## src/rtl/i2cms_pkg.sv

```systemverilog
// Shared types and constants for the I2C master event sequencer.
// This package has no dependencies. Every module in the block but i2cms_ram imports it.
package i2cms_pkg;

  localparam int CFG_INDEX_W = 8;
  localparam int CFG_DATA_W = 8;

  localparam logic [CFG_INDEX_W-1:0] CFG_SLAVE_ADDRESS = 8'd0;
  localparam logic [CFG_INDEX_W-1:0] CFG_REGISTER_INDEX = 8'd1;
  localparam logic [CFG_INDEX_W-1:0] CFG_TRANSFER_LENGTH = 8'd2;
  localparam logic [CFG_INDEX_W-1:0] CFG_READ_MODE = 8'd3;

  localparam logic [1:0] OP_EVENT = 2'd0;
  localparam logic [1:0] OP_LOAD = 2'd1;
  localparam logic [1:0] OP_START = 2'd2;

  localparam logic [7:0] ST_BUS_ERROR = 8'h00;
  localparam logic [7:0] ST_START = 8'h08;
  localparam logic [7:0] ST_RESTART = 8'h10;
  localparam logic [7:0] ST_SLA_W_ACK = 8'h18;
  localparam logic [7:0] ST_SLA_W_NACK = 8'h20;
  localparam logic [7:0] ST_DATA_W_ACK = 8'h28;
  localparam logic [7:0] ST_DATA_W_NACK = 8'h30;
  localparam logic [7:0] ST_ARB_LOST = 8'h38;
  localparam logic [7:0] ST_SLA_R_ACK = 8'h40;
  localparam logic [7:0] ST_SLA_R_NACK = 8'h48;
  localparam logic [7:0] ST_DATA_R_ACK = 8'h50;
  localparam logic [7:0] ST_DATA_R_NACK = 8'h58;

  localparam logic [1:0] XS_IDLE = 2'd0;
  localparam logic [1:0] XS_WRITING = 2'd1;
  localparam logic [1:0] XS_SUCCESS = 2'd2;
  localparam logic [1:0] XS_BUS_ERROR = 2'd3;

  typedef struct packed {
    logic [7:0] slave_address;
    logic [7:0] register_index;
    logic [6:0] transfer_length;
    logic       read_mode;
  } cfg_t;

  typedef struct packed {
    logic [1:0] op;
    logic [7:0] status_code;
    logic [7:0] rx_data;
    logic [5:0] load_slot;
    logic [7:0] load_byte;
  } in_t;

  typedef struct packed {
    logic [7:0] tx_byte;
    logic       tx_valid;
    logic       set_start;
    logic       clear_start;
    logic       set_stop;
    logic       set_ack;
    logic       rx_valid;
    logic [5:0] rx_slot;
    logic [7:0] rx_byte;
    logic [1:0] xfer_status;
    logic       found_flag;
    logic       done_flag;
  } out_t;

  typedef struct packed {
    logic [1:0] xfer_status;
    logic       found;
    logic       done;
  } flags_t;

endpackage

```

## src/rtl/i2cms_ram.sv

```systemverilog
// Generic single-port-write, single-port-read RAM with a registered read.
// No dependencies. A read at the address being written returns the old data.
module i2cms_ram #(
  parameter int WIDTH = 8,
  parameter int DEPTH = 64,
  localparam int AW = (DEPTH > 1) ? $clog2(DEPTH) : 1
) (
  input  logic             clk,
  input  logic             wr_en,
  input  logic [AW-1:0]    wr_addr,
  input  logic [WIDTH-1:0] wr_data,
  input  logic [AW-1:0]    rd_addr,
  output logic [WIDTH-1:0] rd_data
);

  logic [WIDTH-1:0] mem [DEPTH];

  always_ff @(posedge clk) begin
    if (wr_en) begin
      mem[wr_addr] <= wr_data;
    end
    rd_data <= mem[rd_addr];
  end

endmodule

```

## src/rtl/i2cms_step.sv

```systemverilog
// Combinational transfer logic: decodes one transaction against the current state.
// Depends on i2cms_pkg for the payload, configuration and flag types.
module i2cms_step #(
  parameter int BUF_DEPTH = 64,
  localparam int PW = $clog2(BUF_DEPTH + 1),
  localparam int AW = (BUF_DEPTH > 1) ? $clog2(BUF_DEPTH) : 1
) (
  input  i2cms_pkg::cfg_t   cfg,
  input  i2cms_pkg::in_t    item,
  input  logic [PW-1:0]     pos,
  input  i2cms_pkg::flags_t flags,
  input  logic [7:0]        head_byte,
  output i2cms_pkg::out_t   result,
  output logic [PW-1:0]     pos_next,
  output i2cms_pkg::flags_t flags_next,
  output logic              wr_en,
  output logic [AW-1:0]     wr_addr,
  output logic [7:0]        wr_data
);
  import i2cms_pkg::*;

  logic pos_in_buf;
  logic pos_below_limit;

  assign pos_in_buf = 32'(pos) < BUF_DEPTH;
  assign pos_below_limit = pos_in_buf && (32'(pos) < 32'(cfg.transfer_length));

  assign wr_en = (item.op == OP_LOAD) && (32'(item.load_slot) < BUF_DEPTH);
  assign wr_addr = AW'(item.load_slot);
  assign wr_data = item.load_byte;

  always_comb begin
    logic data_sent;
    data_sent = 1'b0;
    result = '0;
    pos_next = pos;
    flags_next = flags;
    unique case (item.op)
      OP_LOAD: begin
      end
      OP_START: begin
        pos_next = '0;
        if (!cfg.read_mode) begin
          flags_next.xfer_status = XS_WRITING;
        end
        result.set_start = 1'b1;
      end
      OP_EVENT: begin
        unique case (item.status_code) inside
          ST_BUS_ERROR: begin
            flags_next.xfer_status = XS_BUS_ERROR;
            result.set_ack = 1'b1;
            result.set_stop = 1'b1;
          end
          ST_START, ST_RESTART: begin
            result.tx_byte = cfg.slave_address | {7'b0, cfg.read_mode};
            result.tx_valid = 1'b1;
          end
          ST_SLA_W_ACK, ST_SLA_W_NACK: begin
            if (item.status_code == ST_SLA_W_ACK) begin
              flags_next.found = 1'b1;
            end
            flags_next.done = 1'b1;
            result.clear_start = 1'b1;
            result.tx_byte = cfg.register_index;
            result.tx_valid = 1'b1;
          end
          ST_DATA_W_ACK, ST_DATA_W_NACK: begin
            if (item.status_code == ST_DATA_W_ACK) begin
              flags_next.found = 1'b1;
            end
            flags_next.done = 1'b1;
            data_sent = 1'b1;
          end
          ST_ARB_LOST: begin
            result.set_start = 1'b1;
          end
          ST_SLA_R_ACK: begin
            flags_next.found = 1'b1;
            flags_next.done = 1'b1;
            result.set_ack = 1'b1;
          end
          ST_SLA_R_NACK: begin
            flags_next.done = 1'b1;
          end
          ST_DATA_R_ACK, ST_DATA_R_NACK: begin
            if (pos_in_buf) begin
              result.rx_valid = 1'b1;
              result.rx_slot = 6'(pos);
              result.rx_byte = item.rx_data;
              if (item.status_code == ST_DATA_R_ACK) begin
                pos_next = pos + PW'(1);
              end
            end
            if (item.status_code == ST_DATA_R_ACK) begin
              result.set_ack = 1'b1;
            end else begin
              result.set_stop = 1'b1;
            end
          end
          default: begin
          end
        endcase
        if (data_sent) begin
          if (pos_below_limit) begin
            result.tx_byte = head_byte;
            result.tx_valid = 1'b1;
            pos_next = pos + PW'(1);
          end else begin
            flags_next.xfer_status = XS_SUCCESS;
            result.set_stop = 1'b1;
          end
        end
      end
      default: begin
      end
    endcase
    result.xfer_status = flags_next.xfer_status;
    result.found_flag = flags_next.found;
    result.done_flag = flags_next.done;
  end

endmodule

```

## src/rtl/i2c_master_event_sequencer_core.sv

```systemverilog
// Top level of the I2C master event sequencer; depends on i2cms_pkg, i2cms_ram, i2cms_step.
// A result is registered into the output register when its transaction is accepted.
// Throughput: one transaction per cycle unless output is stalled, set by the single register
// stage after the decode logic; the write buffer RAM is read ahead at the next byte position.
// Reset clears configuration, position, status and flags and empties the output register.
// Write buffer contents are not cleared by reset.
module i2c_master_event_sequencer_core #(
  parameter int BUF_DEPTH = 64
) (
  input  logic                               clk,
  input  logic                               rst,
  input  logic                               in_valid,
  output logic                               in_ready,
  input  i2cms_pkg::in_t                     in_item,
  output logic                               out_valid,
  input  logic                               out_ready,
  output i2cms_pkg::out_t                    out_item,
  input  logic                               cfg_valid,
  output logic                               cfg_ready,
  input  logic [i2cms_pkg::CFG_INDEX_W-1:0]  cfg_index,
  input  logic [i2cms_pkg::CFG_DATA_W-1:0]   cfg_data
);
  import i2cms_pkg::*;

  localparam int PW = $clog2(BUF_DEPTH + 1);
  localparam int AW = (BUF_DEPTH > 1) ? $clog2(BUF_DEPTH) : 1;

  cfg_t          cfg;
  flags_t        flags;
  flags_t        flags_next;
  logic [PW-1:0] pos;
  logic [PW-1:0] pos_next;
  logic [PW-1:0] pos_ahead;
  out_t          result;
  logic          accept;
  logic          wr_en;
  logic          wr_req;
  logic [AW-1:0] wr_addr;
  logic [7:0]    wr_data;
  logic [AW-1:0] rd_addr;
  logic [7:0]    rd_data;
  logic          fwd_hit;
  logic [7:0]    fwd_data;
  logic [7:0]    head_byte;

  assign in_ready = !out_valid || out_ready;
  assign accept = in_valid && in_ready;
  assign cfg_ready = 1'b1;

  i2cms_step #(
    .BUF_DEPTH(BUF_DEPTH)
  ) u_step (
    .cfg        (cfg),
    .item       (in_item),
    .pos        (pos),
    .flags      (flags),
    .head_byte  (head_byte),
    .result     (result),
    .pos_next   (pos_next),
    .flags_next (flags_next),
    .wr_en      (wr_req),
    .wr_addr    (wr_addr),
    .wr_data    (wr_data)
  );

  assign wr_en = accept && wr_req;
  assign pos_ahead = rst ? '0 : (accept ? pos_next : pos);
  assign rd_addr = pos_ahead[AW-1:0];
  assign head_byte = fwd_hit ? fwd_data : rd_data;

  i2cms_ram #(
    .WIDTH(8),
    .DEPTH(BUF_DEPTH)
  ) u_store (
    .clk     (clk),
    .wr_en   (wr_en),
    .wr_addr (wr_addr),
    .wr_data (wr_data),
    .rd_addr (rd_addr),
    .rd_data (rd_data)
  );

  always_ff @(posedge clk) begin
    fwd_hit <= wr_en && (wr_addr == rd_addr);
    fwd_data <= wr_data;
  end

  always_ff @(posedge clk) begin
    if (rst) begin
      cfg <= '0;
    end else if (cfg_valid && cfg_ready) begin
      unique case (cfg_index)
        CFG_SLAVE_ADDRESS:   cfg.slave_address <= cfg_data[7:0];
        CFG_REGISTER_INDEX:  cfg.register_index <= cfg_data[7:0];
        CFG_TRANSFER_LENGTH: cfg.transfer_length <= cfg_data[6:0];
        CFG_READ_MODE:       cfg.read_mode <= cfg_data[0];
        default: begin
        end
      endcase
    end
  end

  always_ff @(posedge clk) begin
    if (rst) begin
      pos <= '0;
      flags <= '0;
      out_valid <= 1'b0;
    end else if (accept) begin
      pos <= pos_next;
      flags <= flags_next;
      out_valid <= 1'b1;
    end else if (out_ready) begin
      out_valid <= 1'b0;
    end
  end

  always_ff @(posedge clk) begin
    if (accept) begin
      out_item <= result;
    end
  end

endmodule

```

## config.mk

```make
export PLATFORM = sky130hd
export DESIGN_NAME = i2c_master_event_sequencer_core
export DESIGN_NICKNAME = d
export VERILOG_FILES = /design/src/rtl/i2cms_pkg.sv /design/src/rtl/i2cms_ram.sv /design/src/rtl/i2cms_step.sv /design/src/rtl/i2c_master_event_sequencer_core.sv
export SDC_FILE = /design/constraint.sdc
export NUM_CORES = 1
export LEC_CHECK = 0
export BUFFER_PORTS_ARGS = -buffer_cell sky130_fd_sc_hd__buf_2
export CORE_UTILIZATION = 60
export CTS_BUF_LIST = sky130_fd_sc_hd__clkbuf_16
export DETAILED_ROUTE_END_ITERATION = 10
export GPL_TIMING_DRIVEN = 0
export PLACE_DENSITY_LB_ADDON = 0.3
export SKIP_CTS_REPAIR_TIMING = 1
export SLEW_MARGIN = 30
export SYNTH_ARGS = -nofsm -noshare
export SYNTH_HDL_FRONTEND = slang
export SYNTH_SLANG_ARGS = --single-unit
export TNS_END_PERCENT = 5
```

## constraint.sdc

```tcl
create_clock -name clk -period 4.8 [get_ports clk]
set_input_delay 0.48 -clock clk [delete_from_list [all_inputs] [get_ports clk]]
set_output_delay 0.48 -clock clk [all_outputs]
set_load 0.1 [all_outputs]
```

==> PnR_summary.wiki, run 1 <==
{| class="wikitable"
! Metric !! Value
|-
| Outcome || finished with violations
|-
| Violations in the final reports || negative setup slack
|-
| Proportion of total power due to net switching || 20.8%
|-
| Non-filler cells, final || 2523
|-
| Most instantiated flip-flop cell in the synthesis netlist || sky130_fd_sc_hd__edfxtp_1
|-
| Internal portion of total power || 8.36 mW
|-
| Min cycle time layout || approximately 4800 ps
|-
| Summed instance area of the synthesized netlist || around 24000 um2
|-
| Overall routed net length || 63.6 mm
|-
| Via count of the first global-routing pass || 15331
|-
| Post-synthesis simple-gate area fraction || 14.0%
|-
| Clock input transition at the sequential cells of the worst setup and hold paths || 60 ps
|-
| Yosys warning count || 0
|-
| TritonCTS clock tree || done
|-
| Detail-routed via count per cell || 6.39
|-
| Static Leakage || roughly 9.6 nW
|-
| Detailed Place HPWL || 40.6 mm
|-
| Tightest Pin Transition || ~1000 ps
|-
| Global-route wire length before repair || 93.5 mm
|-
| Share of synthesized registers carrying an async set or reset || 0%
|-
| Worst hold-check path type || in -> reg
|-
| Sequential cell fraction of total power || 53.9%
|-
| Pre-Repair DR Iteration Count || 5
|-
| Number of antenna violations at the first check in global routing || 2
|-
| Most instantiated library cell after synthesis || sky130_fd_sc_hd__edfxtp_1
|-
| Largest area contributor in the synthesized netlist || sky130_fd_sc_hd__edfxtp_1
|-
| Final number of setup-violating endpoints || 1
|-
| Full die area || 41000 um2
|-
| Worst Path Arrival || 5300 ps
|-
| Final hold viol count || 0
|-
| Number of diodes || 0
|-
| Post-layout total power || 10.6 mW
|-
| I/O pin cnt || 88
|-
| Deepest clock path buffer count || 3
|-
| Antenna-violating nets left || 0
|-
| Final period utilization || 100%
|-
| Max_cap viols || 0
|-
| Number of nets in the synthesized netlist || 1868
|-
| Layout filler cell count || roughly 2700
|-
| Largest net degree at the start of global routing || 66
|-
| Number of design-rule violations left by the first detailed-router iteration || about 2300
|-
| Classification of the worst setup path || reg -> reg
|-
| Number of remaining DRC errors || 0
|-
| Routed length per instance || 25.2 um
|-
| Insertion delay of the later-clocked pin in the worst-skew pair || 610 ps
|-
| Slew Limit Headroom || 33.3%
|-
| Pins over their slew limit || 0
|-
| Unrepaired setup endpoints after global routing || true
|-
| Die span in x || 202 um
|-
| Number of nets in the final layout || 2010
|-
| Mapped Avg Cell Area || ~13 um2
|-
| Relative contribution of the clock network to total power || 43.1%
|-
| Largest cells by area after synthesis || sky130_fd_sc_hd__edfxtp_1, sky130_fd_sc_hd__nand2_1, sky130_fd_sc_hd__dfxtp_1, sky130_fd_sc_hd__mux2i_1, sky130_fd_sc_hd__nand3_1
|-
| Max Clock Skew || 14.5 ps
|-
| Sinks on Clock Net || 597
|-
| Number of flip-flops and latches in the synthesized netlist || 597
|-
| Share of the synthesized area in compound gates (AO/OA/AOI/OAI) || under 10%
|-
| H-tree levels || 2
|-
| Total congestion overflow || 0
|-
| Type of element capturing the critical path || flip-flop
|-
| Cell at the root of the clock tree || sky130_fd_sc_hd__clkbuf_16
|-
| Placed Cells incl. Taps || 2413
|-
| Initial core utilization || 60.7%
|-
| Floorplan core area || between 30000 and 40000 um2
|-
| Number of buffer cells added on primary ports || 79
|-
| DR vias || 16124
|-
| Peak VDD IR || 0.375 mV
|-
| Nature of the critical path startpoint || flip-flop
|-
| Yosys top cell area share || 67.7%
|-
| Share of power burned in combinational logic || ~3%
|-
| Clock buffers created by TritonCTS || 58
|-
| Fraction of the mapped netlist area in adder cells || 0.363%
|-
| Overall fraction of global-route tracks in use || between 30% and 40%
|-
| Power density over cell area || between 300 and 400 nW/um2
|-
| Area share of xor/xnor cells in the synthesized design || 0.327%
|-
| Peak Freq || 0.208 GHz
|-
| Required arrival time at the worst endpoint || 5290 ps
|-
| Number of enable flip-flop cells after synthesis || 544
|-
| Last weighted congestion value of the routability-driven placer || 0.955
|-
| Synthesized instance count || 1808
|-
| Overall die height || 202 um
|-
| Mux share of post-synthesis cell area || roughly 4.2%
|-
| Site Rows || 73
|-
| Fraction of final layout cells sized beyond drive strength 1 || 13.0%
|-
| Dominant combinational cell family by area after synthesis || simple AND/OR/NAND/NOR gates
|-
| Power spent charging and discharging nets || 2.20 mW
|-
| Final setup slack of the worst path || -14.9 ps
|-
| Synthesis-to-layout area growth || 12.8%
|-
| Commonest cells post-synth || sky130_fd_sc_hd__edfxtp_1, sky130_fd_sc_hd__nand2_1, sky130_fd_sc_hd__nor2_1
|-
| Part of the Yosys area used for sequential elements || 72.1%
|-
| Distinct cell type count of the synthesized netlist || 67
|-
| Maximum fanout along the worst path || 10
|}
[layout make-up]
| class | count | area (um2) | area share [%] |
|---|---|---|---|
| Timing Repair Buffer | 82 | 458 | 1.68 |
| Clock buffer | 63 | 1580 | 5.80 |
| Multi-Input combinational cell | 1086 | 6170 | 22.7 |
| Sequential cell | 597 | 17400 | 64.0 |
| Clock inverter | 45 | 345 | 1.27 |
| Inverter | 18 | 72.6 | 0.267 |
| Tap cell | 525 | 657 | 2.42 |
| Buffer | 107 | 523 | 1.92 |
[routing by layer]
layer / share of wire (%) / global-route usage [%] / vias to the layer above
li1: - / - / 7030
met4: 5.4 / 16.4 / 4
met5: 0.036 / 0 / -
met2: 47 / 49.3 / 1113
met3: 11 / 5.49 / 216
met1: 37 / 41.8 / 7761
[layout by cell type (no fill, tap or decap), drive strengths merged, types with 5 or more instances in the layout]
cell type	Yosys	routed
nand3	134	134
nand2	347	347
or2	5	5
a221oi	31	31
nand2b	6	6
a221o	7	7
nor3	13	13
mux4	8	8
o21ai	26	26
a32oi	20	20
or3	17	17
a22oi	22	22
bufinv	0	5
a31oi	11	11
and3	8	8
nand3b	15	15
dfxtp	53	53
o311ai	7	7
and2	15	15
edfxtp	544	544
nor2	138	138
clkinvlp	0	6
clkbuf	43	107
a211oi	15	15
buf	64	145
nor2b	9	9
nand4	20	20
nor4	9	9
inv	17	30
clkinv	1	22
mux2i	81	81
xnor2	6	6
ha	7	7
a21oi	76	76
[power by group through the flow]
stage	sequential [mW]	clock [mW]	combinational (mW)
after global placement	5.81	0	0.301
after global routing	5.69	4.74	0.330
after CTS	5.70	4.55	0.313
after detailed placement	5.81	0	0.313
final	5.70	4.55	0.317
after floorplan	5.91	0	0.0680
[worst max-delay path: stages, from the launching register on]
cell,delay (ps)
sky130_fd_sc_hd__dfxtp_1,420
sky130_fd_sc_hd__ha_1,330
sky130_fd_sc_hd__nand2_1,50
sky130_fd_sc_hd__o21ai_0,390
sky130_fd_sc_hd__a21o_1,330
sky130_fd_sc_hd__nand3_1,200
sky130_fd_sc_hd__a31oi_4,470
sky130_fd_sc_hd__buf_2,340
sky130_fd_sc_hd__buf_1,620
sky130_fd_sc_hd__a221oi_1,240
sky130_fd_sc_hd__o21ai_0,480
sky130_fd_sc_hd__o21ai_0,380
sky130_fd_sc_hd__or3_1,430
[through the flow]
| stage | area (um2) | setup WS (ps) | util (%) | TNS, ps | hold WS (ps) |
|---|---|---|---|---|---|
| 2_1_floorplan | 24100 | 203 | - | 0 | 429 |
| 3_3_place_gp | 25200 | -258 | 63.4 | -9830 | 444 |
| 3_5_place_dp | 25200 | -315 | 63.5 | -1850 | 451 |
| 4_1_cts | 27100 | -116 | 68.3 | -300 | 104 |
| 5_1_grt | 27200 | -14.4 | 68.5 | -14.4 | 128 |
| 6_report | 27200 | -14.9 | 68.5 | -14.9 | 128 |
[kinds of logic after synthesis]
logic type               count (synthesis)
AND/OR/NAND/NOR                        749
flip-flops                             597
AO/OA/AOI/OAI                          230
buffers and inverters                  125
multiplexers                            90
XOR/XNOR                                 9
adder cells (fa/ha/maj)                  7
other                                    1
[flip-flops by register name, summed over array words and instances, names as in the netlist]
signal	count
flags	4
u_store.rd_data	8
u_store.mem	512
fwd_data	8
fwd_hit	1
cfg	24
out_valid	1
out_item	32
pos	7
[final timing paths]
| path | slack (ps) | end | depth (start not counted) | start |
|---|---|---|---|---|
| hold reg to reg | 470 | flags[0] | 2 | flags[0] |
| setup reg to reg | -10 | u_store.rd_data[1] | 12 | pos[5] |
| hold / removal | 130 | cfg[23] | 3 | cfg_data[7] |
| setup / recovery | -10 | u_store.rd_data[1] | 12 | pos[5] |
Power figures use the tool's default switching activity.
==> run 2, diff against run 1 <==
Settings changed: BUFFER_PORTS_ARGS -buffer_cell sky130_fd_sc_hd__buf_2 to default, DONT_BUFFER_PORTS from default to 1.
==> PnR_summary.wiki, run 2 (synthesized netlist as in run 1, its figures left out) <==
{| class="wikitable"
! Metric !! Value
|-
| Global-route wire length before repair || 94.0 mm (was 93.5 mm)
|-
| Number of flip-flops under the largest register name || 512 (unchanged)
|-
| Peak VDD IR || 0.341 mV (was 0.375 mV)
|-
| Final hold viol count || 0 (unchanged)
|-
| Largest net degree at the start of global routing || 66 (unchanged)
|-
| Clock buffers created by TritonCTS || 58 (unchanged)
|-
| Tightest Pin Transition || 1100 ps (was 997 ps)
|-
| Overall routed net length || 64.7 mm (was 63.6 mm)
|-
| Detailed Place HPWL || 40.7 mm (was 40.6 mm)
|-
| Last weighted congestion value of the routability-driven placer || 0.940 (was 0.955)
|-
| DR vias || 15944 (was 16124)
|-
| Final period utilization || 98.0% (was 100%)
|-
| Outcome || completed (was finished with violations)
|-
| Site Rows || 73 (unchanged)
|-
| Number of antenna violations at the first check in global routing || 1 (was 2)
|-
| Classification of the worst setup path || reg -> reg (unchanged)
|-
| Max Clock Skew || 18.7 ps (was 14.5 ps)
|-
| Top Registers || u_store.mem (512), out_item (32), cfg (24) (unchanged)
|-
| I/O pin cnt || 88 (unchanged)
|-
| Clock input transition at the sequential cells of the worst setup and hold paths || 60 ps (about the same)
|-
| Detail-routed via count per cell || 6.49 (was 6.39)
|-
| Final number of setup-violating endpoints || 0 (was 1)
|-
| Number of nets in the final layout || 1943 (was 2010)
|-
| Floorplan core area || 39700 um2 (unchanged)
|-
| Initial core utilization || 60.7% (unchanged)
|-
| Required arrival time at the worst endpoint || 5270 ps (was 5290 ps)
|-
| Commonest non-fill, non-tap cells in the layout || sky130_fd_sc_hd__edfxtp_1, sky130_fd_sc_hd__nand2_1, sky130_fd_sc_hd__nor2_1 (unchanged)
|-
| Worst hold-check path type || in -> reg (unchanged)
|-
| Total congestion overflow || 0 (unchanged)
|-
| Routed length per instance || 26.3 um (was 25.2 um)
|-
| Static Leakage || 9.37 nW (was 9.56 nW)
|-
| Peak Freq || 0.213 GHz (was 0.208 GHz)
|-
| Number of remaining DRC errors || 0 (unchanged)
|-
| Cell at the root of the clock tree || sky130_fd_sc_hd__clkbuf_16 (unchanged)
|-
| Number of design-rule violations left by the first detailed-router iteration || 2460 (was 2290)
|-
| Maximum fanout along the worst path || 10 (unchanged)
|-
| Synthesis-to-layout area growth || 12.0% (was 12.8%)
|-
| Max_cap viols || 0 (unchanged)
|-
| Min cycle time layout || 4700 ps (was 4810 ps)
|-
| Pins over their slew limit || 0 (unchanged)
|-
| TritonCTS clock tree || done (unchanged)
|-
| Total negative setup slack || 0 ps (was -14.9 ps)
|-
| Insertion delay of the later-clocked pin in the worst-skew pair || 620 ps (was 610 ps)
|-
| H-tree levels || 2 (unchanged)
|-
| Unrepaired setup endpoints after global routing || false (was true)
|-
| Via count of the first global-routing pass || 15327 (was 15331)
|-
| Post-layout total power || 10.5 mW (was 10.6 mW)
|-
| Full die area || 41000 um2 (unchanged)
|-
| Nature of the critical path startpoint || flip-flop (unchanged)
|-
| Overall die height || 202 um (unchanged)
|-
| Deepest clock path buffer count || 3 (unchanged)
|-
| Sinks on Clock Net || 597 (unchanged)
|-
| Fraction of final layout cells sized beyond drive strength 1 || 10.3% (was 13.0%)
|-
| Number of buffer cells added on primary ports || 0 (was 79)
|-
| Register name with the most flops || u_store.mem (unchanged)
|-
| Overall fraction of global-route tracks in use || 31.2% (about the same)
|-
| Pre-Repair DR Iteration Count || 6 (was 5)
|-
| Die span in x || 202 um (unchanged)
|-
| Worst Path Arrival || 5170 ps (was 5300 ps)
|-
| Type of element capturing the critical path || flip-flop (unchanged)
|-
| Power density over cell area || 387 nW/um2 (was 388 nW/um2)
|-
| Antenna-violating nets left || 0 (unchanged)
|-
| Slew Limit Headroom || 26.7% (was 33.3%)
|-
| Commonest non-fill, non-tap cell in the layout || sky130_fd_sc_hd__edfxtp_1 (unchanged)
|}
-- run 2: cell count changes in the layout (fill, tap and decap cells not counted), sizes merged --
cell,before,now
diode,0,1
clkinvlp,6,1
clkinv,22,36
inv,30,24
buf,145,75
dlygate4sd3,0,1
-- run 2: report_power, final --
group	switching, mW	internal, mW	total [mW]
clock	1.91	2.55	4.46
combinational	0.154	0.0466	0.201
sequential	0.108	5.69	5.80
-- run 2: final timing paths --
path              startpoint            endpoint  slack [ps]  cells after the start
setup reg to reg   out_valid  u_store.rd_data[5]         100                     12
hold / removal      in_valid           out_valid           1                      2
setup / recovery   out_valid  u_store.rd_data[5]         100                     12
hold reg to reg     flags[0]            flags[0]         470                      2
-- run 2: per-layer routing --
metal	wire, um	global-route usage [%]
met5	0	0
met4	3350	16.3
met3	8020	7.27
met2	30200	49.2
met1	23100	40.7
-- run 2: stage by stage --
step / utilization (%) / instances / setup slack, ps / area (um2) / hold WS [ps]
2_1_floorplan: - / 1808 / 203 / 24100 / 429
3_3_place_gp: 62.4 / 2333 / -1060 / 24800 / 445
3_5_place_dp: 62.5 / 2335 / -841 / 24800 / 455
4_1_cts: 67.2 / 2444 / -884 / 26700 / -117
5_1_grt: 68.0 / 2458 / 51.6 / 27000 / 9.63
6_report: 68.0 / 2458 / 97.2 / 27000 / 1.39
-- run 2: area by class of cell --
| type | instances | area (um2) |
|---|---|---|
| buffer | 105 | 524 |
| sequential | 597 | 17400 |
| fill | 2664 | 12700 |
| clock inverter | 48 | 338 |
| tap | 525 | 657 |
| clock buffer | 61 | 1530 |
| multi-input combinational | 1086 | 6180 |
| antenna | 1 | 2.50 |
| inverter | 18 | 76.3 |
| timing repair buffer | 17 | 300 |
-- run 2: critical path, cell delays in order, from the launching register on --
cell and delay (ps):
sky130_fd_sc_hd__dfxtp_4 530, sky130_fd_sc_hd__nor2b_2 400, sky130_fd_sc_hd__clkinvlp_4 590, sky130_fd_sc_hd__nand3_1 400, sky130_fd_sc_hd__nor4_1 90, sky130_fd_sc_hd__a21oi_1 250
sky130_fd_sc_hd__nand3_1 300, sky130_fd_sc_hd__nor3_2 690, sky130_fd_sc_hd__buf_2 360, sky130_fd_sc_hd__nand3_1 130, sky130_fd_sc_hd__nand4_1 150, sky130_fd_sc_hd__o21ai_0 220
sky130_fd_sc_hd__or3_1 440
